[src/sv/sem_pkg.sv]
package sem_pkg;

  // Fixed field widths of the pixel stream and the result items.
  localparam int PIX_W      = 8;
  localparam int MAX_WIDTH  = 1024;
  localparam int COL_W      = $clog2(MAX_WIDTH);
  localparam int ROW_W      = 12;
  localparam int CFG_W_W    = 11;
  localparam int CFG_H_W    = 12;
  localparam int MAG_W      = 11;
  localparam int APB_ADDR_W = 3;
  localparam int APB_DATA_W = 32;

  // Register reset values.
  localparam logic [CFG_W_W-1:0] WIDTH_RESET  = CFG_W_W'(640);
  localparam logic [CFG_H_W-1:0] HEIGHT_RESET = CFG_H_W'(480);

  // Arithmetic widths: a weighted column sum of three pixels is at most
  // 4 * 255, its square stays below 2^20 and the sum of two squares below 2^21.
  localparam int GRAD_W  = PIX_W + 2;
  localparam int SQR_W   = 2 * GRAD_W;
  localparam int SUM_W   = SQR_W + 1;
  localparam int TRIAL_W = SUM_W + 2;

  // Queue between the front and the back, and the result queue.
  // Both depths must be powers of two.
  localparam int Q_DEPTH = 4;
  localparam int Q_PTR_W = $clog2(Q_DEPTH);
  localparam int Q_CNT_W = $clog2(Q_DEPTH + 1);
  localparam int R_DEPTH = 16;
  localparam int R_PTR_W = $clog2(R_DEPTH);
  localparam int R_CNT_W = $clog2(R_DEPTH + 1);

  // Effective frame size after clamping.
  typedef struct packed {
    logic [CFG_W_W-1:0] w;
    logic [CFG_H_W-1:0] h;
  } cfg_t;

  // Position data that travels with an interior pixel.
  typedef struct packed {
    logic [COL_W-1:0] col;
    logic [ROW_W-1:0] row;
    logic             last;
  } res_info_t;

  // The 3x3 neighbourhood of one interior pixel, middle center not needed.
  typedef struct packed {
    logic [PIX_W-1:0] tl;
    logic [PIX_W-1:0] ml;
    logic [PIX_W-1:0] bl;
    logic [PIX_W-1:0] tm;
    logic [PIX_W-1:0] bm;
    logic [PIX_W-1:0] tr;
    logic [PIX_W-1:0] mr;
    logic [PIX_W-1:0] br;
    res_info_t        info;
  } win_pkt_t;

  typedef struct packed {
    logic               empty;
    logic [Q_CNT_W-1:0] count;
  } q_status_t;

  typedef struct packed {
    logic [MAG_W-1:0] mag;
    res_info_t        info;
  } res_t;

endpackage

[src/sv/sem_queue.sv]
module sem_queue import sem_pkg::*; (
  input  logic      clk,
  input  logic      rst,
  input  logic      push,
  input  win_pkt_t  din,
  input  logic      pop,
  output win_pkt_t  dout,
  output q_status_t status
);

  win_pkt_t           entries [Q_DEPTH];
  logic [Q_PTR_W-1:0] wr_ptr, rd_ptr;
  logic [Q_CNT_W-1:0] count;

  always_ff @(posedge clk) begin
    if (rst) begin
      wr_ptr <= '0;
      rd_ptr <= '0;
      count  <= '0;
    end else begin
      if (push) begin
        wr_ptr <= wr_ptr + Q_PTR_W'(1);
      end
      if (pop) begin
        rd_ptr <= rd_ptr + Q_PTR_W'(1);
      end
      count <= count + Q_CNT_W'(push) - Q_CNT_W'(pop);
    end
  end

  always_ff @(posedge clk) begin
    if (push) begin
      entries[wr_ptr] <= din;
    end
  end

  assign dout         = entries[rd_ptr];
  assign status.count = count;
  assign status.empty = (count == '0);

endmodule

[config.mk]
export PLATFORM = sky130hd
export DESIGN_NAME = sem_queue
export DESIGN_NICKNAME = d
export VERILOG_FILES = /design/src/sv/sem_pkg.sv /design/src/sv/sem_queue.sv
export SDC_FILE = /design/constraint.sdc
export NUM_CORES = 1
export LEC_CHECK = 0
export BUFFER_PORTS_ARGS = -buffer_cell sky130_fd_sc_hd__buf_2
export CORE_MARGIN = 3
export CORE_UTILIZATION = 56
export CTS_BUF_LIST = sky130_fd_sc_hd__clkbuf_4
export DETAILED_ROUTE_END_ITERATION = 10
export PLACE_DENSITY = 0.78
export SYNTH_ARGS = -nofsm -noshare
export SYNTH_HDL_FRONTEND = slang
export SYNTH_SLANG_ARGS = --single-unit
[constraint.sdc]
create_clock -name clk -period 7.65 [get_ports clk]
set_input_delay 0.3825 -clock clk [delete_from_list [all_inputs] [get_ports clk]]
set_output_delay 0.3825 -clock clk [all_outputs]
set_load 0.02 [all_outputs]
==> metrics <==
number of global-route vias before repair=7,034; maximum clock path buffer count=3; arrival time at the worst endpoint=3.28 ns; first-pass iteration count of the detailed router=5; clock skew=0.0277 ns; setup violators final=0; IO buf count=181; WP data required=7.27 ns; Clock Latency Late Sink=0.66 ns; H-tree depth=3; Post-Route Setup TNS=0 ns; Core Area=22,700 um^2; Slew @ Worst Pin=1.05 ns; pwr/cell area=264 nW/um^2; area added between synthesis and finish=23.9%; Max Fclk=273 MHz; commonest non-fill, non-tap cell in the layout=edfxtp_1; RSZ-0062 raised after global routing=false; Detail Route Antenna Nets=0; slew margin rel.=30.2%; CTS resizes=0; crit path max fanout=52; initial core utilization=57.2%; syn avg cell area=26.2 um^2; Finished Core Util=70.9%; Synth Cell Area=13,000 um^2; post-route minimum period=3.66 ns; synthesis-stage register bit count=357; Mapped Nets=594; total vias in the final route=6,479; num ports=182; crit end category=output pin; Avg WL per Cell=21.0 um; CTS tree=done; largest net degree at the start of global routing=53; most frequent cells in the layout=edfxtp_1 (348), buf_2 (181), clkbuf_4 (126), dlygate4sd3_1 (89), mux4_2 (87); filler instances=1,358; Placer Congestion=0.761; synth warn=0; residual DRC count=0; 1st-iter DRT viols=403; first-pass GRT wire length=38,200 um; FF/Latch Area=10,600 um^2; # Max-Cap Violations=0; gr usage total=20.1%; distinct cell type count after synthesis=21; row count=55; hpwl dp=13,700 um; initial antenna violation count=1; Hold WC Path Type=in2reg; post-synthesis cell count=496; Hold Worst Slack=0.122 ns; WS Path Type=reg2out; area of the multi-input gates=2200 um^2; crit start category=flop; WL final=24,800 um; Final nets=936; # clock sinks=357; Final period util=47.9%; Layout Cells excl Fill=1,181; CTS clock-pin slew for the worst setup and hold paths=0.06 ns; post-placement cell count=948; layout cells sized above 1=46.1%; root buffer cell=clkbuf_4; number of CTS-inserted buffers=84; Slew Limit Fails=0; die span in y=158 um; Static Leak=0.00563 uW; Hold Fails Final Rpt=0; Die X=158 um; Peak VDD IR=0.185 mV; status=completed; die area=25,100 um^2; Via density=5.49; GRT overflow=0; sequential area share after synthesis=81.8%
[metal layers]
metal	routed length, um	GRT usage (%)
met1	9910	26.8
met2	12400	32.0
met3	1940	6.31
met4	469	7.58
met5	0	0
[cell type report]
cell class / count / share of cell area [%]
Clock inverter: 17 / 0.560
Timing Repair Buffer: 276 / 11.4
Sequential cell: 357 / 66.1
Multi-Input combinational cell: 113 / 13.7
Tap cell: 285 / 2.22
Inverter: 6 / 0.140
Antenna cell: 1 / 0.0155
Clock buffer: 126 / 5.88
[power by group]
part | switching, uW | internal [uW] | leakage [uW] | total [uW]
clock | 687 | 781 | 0.000632 | 1470
sequential | 43.5 | 2250 | 0.00327 | 2290
combinational | 268 | 215 | 0.00173 | 483
[cells in the mapped netlist]
library cell / n / area, um^2
buf_6: 1 / 11.3
buf_2: 10 / 50.1
nor2_1: 5 / 18.8
inv_1: 6 / 22.5
xnor2_1: 2 / 17.5
ha_1: 6 / 75.1
mux2i_1: 1 / 10.0
a21bo_2: 1 / 10.0
nor2b_1: 2 / 12.5
nor3_1: 1 / 5.00
edfxtp_1: 348 / 10500
and2_1: 4 / 25.0
fa_1: 1 / 20.0
buf_8: 3 / 45.0
a21oi_1: 1 / 5.00
clkbuf_1: 5 / 18.8
nand3b_1: 1 / 7.51
mux4_2: 87 / 1960
buf_12: 1 / 20.0
xor3_1: 1 / 23.8
dfxtp_1: 9 / 180
[final timing paths]
kind	to	from	cells past startpoint	slack (ns)
worst max-delay path	dout[34]	flop	3	3.99
worst min-delay path	wr_ptr[0]	push	3	0.12
worst max register to register	entries[1][4]	wr_ptr[1]	4	5.38
worst min register to register	flop	rd_ptr[1]	2	0.52
[per-stage QoR]
stage	instance area (um^2)	total power, uW	worst slack (ns)
after CTS	16100	4290	3.80
after global routing	16100	4440	3.63
after floorplan	13000	2620	4.63
after global placement	14200	2770	4.54
after detailed placement	14200	2780	4.53
final	16100	4240	3.99
[flip-flops by register name, indices dropped and copies added, names as in the netlist, named ones only]
register / cells
count: 3
entries: 348
wr_ptr: 2
rd_ptr: 2
[kinds of logic after synthesis]
family	Yosys count	synth area share, %
compound gates	2	0.116
fa+ha+maj	7	0.732
xor+xnor	3	0.318
simple gates	13	0.530
buf+inv	26	1.29
flops	357	81.8
mux	88	15.2
[repair_timing]
item                      4_1_cts  5_1_grt
hold endpoints to repair      357        0
hold buffers                   89        0
buffers inserted                0        0
[worst max-delay path, stage by stage (launching register included)]
cell and delay [ns]:
dfxtp_4 0.83, buf_4 0.89, mux4_2 0.63, buf_2 0.18
(Power assumes the default switching activity.)
