[src/sv/sem_pkg.sv]
package sem_pkg;

  // Fixed field widths of the pixel stream and the result items.
  localparam int PIX_W      = 8;
  localparam int MAX_WIDTH  = 1024;
  localparam int COL_W      = $clog2(MAX_WIDTH);
  localparam int ROW_W      = 12;
  localparam int CFG_W_W    = 11;
  localparam int CFG_H_W    = 12;
  localparam int MAG_W      = 11;
  localparam int APB_ADDR_W = 3;
  localparam int APB_DATA_W = 32;

  // Register reset values.
  localparam logic [CFG_W_W-1:0] WIDTH_RESET  = CFG_W_W'(640);
  localparam logic [CFG_H_W-1:0] HEIGHT_RESET = CFG_H_W'(480);

  // Arithmetic widths: a weighted column sum of three pixels is at most
  // 4 * 255, its square stays below 2^20 and the sum of two squares below 2^21.
  localparam int GRAD_W  = PIX_W + 2;
  localparam int SQR_W   = 2 * GRAD_W;
  localparam int SUM_W   = SQR_W + 1;
  localparam int TRIAL_W = SUM_W + 2;

  // Queue between the front and the back, and the result queue.
  // Both depths must be powers of two.
  localparam int Q_DEPTH = 4;
  localparam int Q_PTR_W = $clog2(Q_DEPTH);
  localparam int Q_CNT_W = $clog2(Q_DEPTH + 1);
  localparam int R_DEPTH = 16;
  localparam int R_PTR_W = $clog2(R_DEPTH);
  localparam int R_CNT_W = $clog2(R_DEPTH + 1);

  // Effective frame size after clamping.
  typedef struct packed {
    logic [CFG_W_W-1:0] w;
    logic [CFG_H_W-1:0] h;
  } cfg_t;

  // Position data that travels with an interior pixel.
  typedef struct packed {
    logic [COL_W-1:0] col;
    logic [ROW_W-1:0] row;
    logic             last;
  } res_info_t;

  // The 3x3 neighbourhood of one interior pixel, middle center not needed.
  typedef struct packed {
    logic [PIX_W-1:0] tl;
    logic [PIX_W-1:0] ml;
    logic [PIX_W-1:0] bl;
    logic [PIX_W-1:0] tm;
    logic [PIX_W-1:0] bm;
    logic [PIX_W-1:0] tr;
    logic [PIX_W-1:0] mr;
    logic [PIX_W-1:0] br;
    res_info_t        info;
  } win_pkt_t;

  typedef struct packed {
    logic               empty;
    logic [Q_CNT_W-1:0] count;
  } q_status_t;

  typedef struct packed {
    logic [MAG_W-1:0] mag;
    res_info_t        info;
  } res_t;

endpackage

[src/sv/sem_back.sv]
module sem_back import sem_pkg::*; (
  input  logic      clk,
  input  logic      rst,
  input  q_status_t q_stat,
  input  win_pkt_t  q_dout,
  output logic      q_pop,
  input  logic      pop,
  output logic      empty,
  output res_t      result
);

  localparam int SQ_STAGES = MAG_W;

  // Slots of the result queue that are taken or promised to work in flight.
  logic [R_CNT_W-1:0] reserved, reserved_next;
  logic               out_pop;

  logic [GRAD_W-1:0] pos_x, neg_x, pos_y, neg_y;

  logic              g_vld;
  logic [GRAD_W-1:0] gx_abs, gy_abs;
  res_info_t         g_info;

  logic             m_vld;
  logic [SQR_W-1:0] gx2, gy2;
  res_info_t        m_info;

  logic             sq_vld  [SQ_STAGES+1];
  logic [SUM_W-1:0] sq_rem  [SQ_STAGES+1];
  logic [MAG_W-1:0] sq_root [SQ_STAGES+1];
  res_info_t        sq_info [SQ_STAGES+1];

  res_t               rq [R_DEPTH];
  logic [R_PTR_W-1:0] rq_wr, rq_rd;
  logic [R_CNT_W-1:0] rq_count;
  logic               rq_push;

  assign q_pop   = !q_stat.empty && (reserved < R_CNT_W'(R_DEPTH));
  assign out_pop = pop && !empty;
  assign reserved_next = reserved + R_CNT_W'(q_pop) - R_CNT_W'(out_pop);

  always_comb begin
    pos_x = GRAD_W'(q_dout.tr) + (GRAD_W'(q_dout.mr) << 1) + GRAD_W'(q_dout.br);
    neg_x = GRAD_W'(q_dout.tl) + (GRAD_W'(q_dout.ml) << 1) + GRAD_W'(q_dout.bl);
    pos_y = GRAD_W'(q_dout.bl) + (GRAD_W'(q_dout.bm) << 1) + GRAD_W'(q_dout.br);
    neg_y = GRAD_W'(q_dout.tl) + (GRAD_W'(q_dout.tm) << 1) + GRAD_W'(q_dout.tr);
  end

  always_ff @(posedge clk) begin
    if (rst) begin
      reserved  <= '0;
      g_vld     <= 1'b0;
      m_vld     <= 1'b0;
      sq_vld[0] <= 1'b0;
    end else begin
      reserved  <= reserved_next;
      g_vld     <= q_pop;
      m_vld     <= g_vld;
      sq_vld[0] <= m_vld;
    end
  end

  // The square of a gradient equals the square of its magnitude.
  always_ff @(posedge clk) begin
    gx_abs     <= (pos_x >= neg_x) ? pos_x - neg_x : neg_x - pos_x;
    gy_abs     <= (pos_y >= neg_y) ? pos_y - neg_y : neg_y - pos_y;
    g_info     <= q_dout.info;
    gx2        <= SQR_W'(gx_abs) * SQR_W'(gx_abs);
    gy2        <= SQR_W'(gy_abs) * SQR_W'(gy_abs);
    m_info     <= g_info;
    sq_rem[0]  <= SUM_W'(gx2) + SUM_W'(gy2);
    sq_root[0] <= '0;
    sq_info[0] <= m_info;
  end

  // Square root, one result bit per stage, most significant first. The
  // remainder is the radicand minus the square of the partial root.
  for (genvar k = 0; k < SQ_STAGES; k++) begin : g_sqrt
    localparam int B = MAG_W - 1 - k;
    logic [TRIAL_W-1:0] trial;
    logic               take;

    assign trial = (TRIAL_W'(sq_root[k]) << (B + 1)) | (TRIAL_W'(1) << (2 * B));
    assign take  = TRIAL_W'(sq_rem[k]) >= trial;

    always_ff @(posedge clk) begin
      if (rst) begin
        sq_vld[k+1] <= 1'b0;
      end else begin
        sq_vld[k+1] <= sq_vld[k];
      end
    end

    always_ff @(posedge clk) begin
      sq_rem[k+1]  <= take ? SUM_W'(TRIAL_W'(sq_rem[k]) - trial) : sq_rem[k];
      sq_root[k+1] <= take ? (sq_root[k] | (MAG_W'(1) << B)) : sq_root[k];
      sq_info[k+1] <= sq_info[k];
    end
  end

  assign rq_push = sq_vld[SQ_STAGES];

  always_ff @(posedge clk) begin
    if (rst) begin
      rq_wr    <= '0;
      rq_rd    <= '0;
      rq_count <= '0;
    end else begin
      if (rq_push) begin
        rq_wr <= rq_wr + R_PTR_W'(1);
      end
      if (out_pop) begin
        rq_rd <= rq_rd + R_PTR_W'(1);
      end
      rq_count <= rq_count + R_CNT_W'(rq_push) - R_CNT_W'(out_pop);
    end
  end

  always_ff @(posedge clk) begin
    if (rq_push) begin
      rq[rq_wr] <= '{mag: sq_root[SQ_STAGES], info: sq_info[SQ_STAGES]};
    end
  end

  assign empty  = (rq_count == '0);
  assign result = rq[rq_rd];

endmodule

[config.mk]
export PLATFORM = sky130hd
export DESIGN_NAME = sem_back
export DESIGN_NICKNAME = d
export VERILOG_FILES = /design/src/sv/sem_pkg.sv /design/src/sv/sem_back.sv
export SDC_FILE = /design/constraint.sdc
export NUM_CORES = 2
export LEC_CHECK = 0
export BUFFER_PORTS_ARGS = -buffer_cell sky130_fd_sc_hd__buf_2
export CAP_MARGIN = 10
export CORE_AREA = 2 2 334 336
export DETAILED_ROUTE_END_ITERATION = 10
export DIE_AREA = 0 0 336 338
export HOLD_SLACK_MARGIN = 0.02
export SKIP_LAST_GASP = 1
export SLEW_MARGIN = 10
export SYNTH_ARGS = -nofsm -noshare
export SYNTH_HDL_FRONTEND = slang
export SYNTH_SLANG_ARGS = --single-unit
[constraint.sdc]
create_clock -name clk -period 7.05 [get_ports clk]
set_clock_uncertainty 0.05 [all_clocks]
set_input_delay 0.705 -clock clk [delete_from_list [all_inputs] [get_ports clk]]
set_output_delay 0.705 -clock clk [all_outputs]
set_load 0.1 [all_outputs]
==> flow_summary.toml <==
[synth]
synth_seq_area_share_pct = 62.3
postSynth.topFlopCell = "dfxtp_1"
number_of_synthesis_warnings = 0
synth_top_area_share_pct = 33.3
synth_async_sr_flop_share_pct = 0
synth_nets = 3818
syn_avg_cell_area_sq_um = 14.8
synth.top_cells.by_area = "edfxtp_1 (33%), dfxtp_1 (29%), mux4_2 (7.8%), ha_1 (7.1%), fa_1 (5.4%)"
synth_area_leader = "edfxtp_1"
count_of_different_cell_masters_after_synthesis = 74
synth.ff_latch_count = 1257
netlist_instances = 3315
synth_enable_flop_cells = 544
synth.cell_area_sq_mm = 0.0491

[status]
outcome = "completed"

[placement]
port_buffers = 126
hpwl_microns = 56500
place_congestion = 0.794

[route]
dr_wl_met3_microns = 4090
dr_total_vias = 25209
route.detailed.vias_per_inst = 4.92
drtAntennaViolNets = 0
met2WireLength_microns = 44000
routed.top_layer = "met4"
postRouteWirelength_microns = 89900
drt_iter0_markers = 1473
drt_first_pass_iters = 4
post-route-drc-count = 0
detail_route.wl_per_cell_microns = 17.5
detail_route.wirelength.met1_microns = 39700

[worst_setup_path]
timing.critical_path.from_type = "flop"
ff2ff_setup_slack_ns = 1.78
critical_path.max_fanout = 11
cp_slowest_stage_delay_ns = 0.60
cp-end-kind = "flop"
worstPathCellList = "and2_1, inv_1, fa_1, inv_1, fa_1, fa_1, fa_1, fa_1, ha_1, or4_1, o21ai_0, o21ai_0, a221oi_1, o21bai_1, xor2_1"
worst-endpoint-required_ns = 7.56
worst_path_max_delay_cell = "dfxtp_1"
cp_common_cell = "fa_1"
timing_worst_setup_path_type = "flop to flop"
critPathArrivalTime_ns = 5.79

[die]
num_rows = 122
core_sq_mm = 0.110
floorplan.die.width_microns = 336
start_util_pct = 44.6
design.die.area_sq_mm = 0.114
io_pins = 130
fp.dieH_microns = 338

[clock_network]
postCtsHoldBufs = 23
h-tree-depth = 3
cts_resized = 0
tritoncts = "yes"
clock_sinks = 1257
numCtsBuffers = 120
clock-root-buffer = "clkbuf_16"
post-cts-setup-buffer-count = 0
worstSkewPairLatency_ns = 0.69
clk_pin_slew_ns = 0.06
cts.path.max_buffers = 3

[timing]
fin_setup_tns_ns = 0
report.final.slew_viol_count = 0
slew_headroom_pct = 34.4
hold_violations = 0
period_utilisation_layout_pct = 74.8
worst_pin_slew_ns = 0.983
period_minus_slack_ns = 5.27
setup-violations-final = 0
clock.fmax_mhz = 190
rsz_0062_raised_after_global_routing = "no"

[layout]
diodes = 0
nNetsFinal = 4034
area_delta_synth_final_pct = 13.9
layout-drive-gt1-share_pct = 15.9

[grt]
grt_pass1_wl_microns = 142000
grt.total_usage_pct = 16.1
grt_antenna_before_repair = 1
grt_pass1_vias = 25920
globalRoute.totalOverflow = 0
largest_net_degree_at_the_start_of_global_routing = 85

[flow_run]
max_cap_viol_count = 0

[hold_path]
min_path_type = "input port to flop"
-- cell usage after synthesis (all sizes together), types with 18 or more instances --
cell / number
edfxtp: 544
xor2: 84
fa: 132
o21a: 38
mux2: 20
xnor2: 97
nand4: 18
ha: 277
dfxtp: 713
nor4: 27
mux4: 170
or3: 18
nor2b: 49
and2: 80
nand3: 20
nand2b: 26
a21o: 43
nor3: 40
nor2: 125
o21ai: 81
clkbuf: 61
inv: 272
nand2: 92
a21oi: 112
-- final timing paths --
check	start	to	cells past startpoint
worst max-delay path	gy_abs[3]$_DFF_P_	gy2[18]$_DFF_P_	15
worst min-delay path	q_stat[3]	g_vld$_SDFF_PP0_	2
worst max register to register	gy_abs[3]$_DFF_P_	gy2[18]$_DFF_P_	15
worst min register to register	sq_root[2][16]$_DFF_P_	sq_root[2][27]$_DFF_P_	0
-- registers in the layout (all words and copies together), names as in the netlist, 5 cells and up, named ones only --
register	flops
sq_info	276
gy_abs	10
g_info	23
rq	544
sq_rem	231
gx_abs	10
sq_vld	12
reserved	5
gx2	19
sq_root	66
rq_count	5
gy2	19
m_info	23
-- critical path, delay by kind of cell (launching register included) --
family,cells,cell delay (ns)
flip-flops,1,0.60
XOR/XNOR,1,0.14
adder cells (fa/ha/maj),6,2.53
AND/OR/NAND/NOR,2,0.64
AO/OA/AOI/OAI,4,1.04
buffers and inverters,2,0.16
-- metal layers --
layer / track usage (%) / vias up
li1: - / 12312
met1: 21.0 / 12278
met2: 27.8 / 486
met3: 2.54 / 133
met4: 4.85 / 0
met5: 0 / -
-- kinds of logic (layout without fill, tap and decap cells) --
kind of cell	after synthesis	after routing	synth area share [%]
other	1	1	0.00764
buffers and inverters	350	670	2.71
muxes	207	207	8.63
adders and majority gates	409	409	12.4
and+or+nand+nor	541	541	5.82
DFF	1257	1257	62.3
AOI/OAI and AO/OA	369	369	4.79
xor gates and xnor gates	181	181	3.24
-- final cells by class --
cell class	instances	area, sq um
flip-flops and latches	1257	30600
inverters	272	1020
clock inverters	39	492
multi-input cells	1708	17200
fillers	9256	54100
repair buffers	172	1060
clock buffers	187	3710
well taps	1488	1860
-- placed cells by master, fill, tap and decap left out, drive strengths merged, types with 9 or more instances in the layout --
cell type    count
o21a            38
nor3            40
or4             10
mux2i           17
dfxtp          713
nor4            27
o21ai           81
nor2           125
a211oi          10
mux4           170
nor2b           49
a21o            43
xor2            84
and2            80
clkinv          24
o21bai          13
nand3           20
nand2           92
xnor2           97
a31oi           13
edfxtp         544
fa             132
ha             277
nand4           18
or3             18
dlygate4sd3     23
and3             9
inv            276
clkbuf         187
mux2            20
nand2b          26
buf            149
a21oi          112
-- stage by stage --
stage	hold WS, ns	utilization (%)	instance area [sq um]	std cells	setup WS [ns]
floorplan	0.260	-	49100	3315	1.53
global placement	0.260	46.8	51500	4874	1.68
detailed placement	0.262	46.8	51500	4874	1.64
CTS	0.0667	50.8	55900	5123	1.69
global route	0.104	50.8	55900	5123	1.35
finish	0.125	50.8	55900	5123	1.78
Power is left out: the tool's default activity adds up to more than one toggle a clock period on the data nets, which glitch-free logic cannot reach.
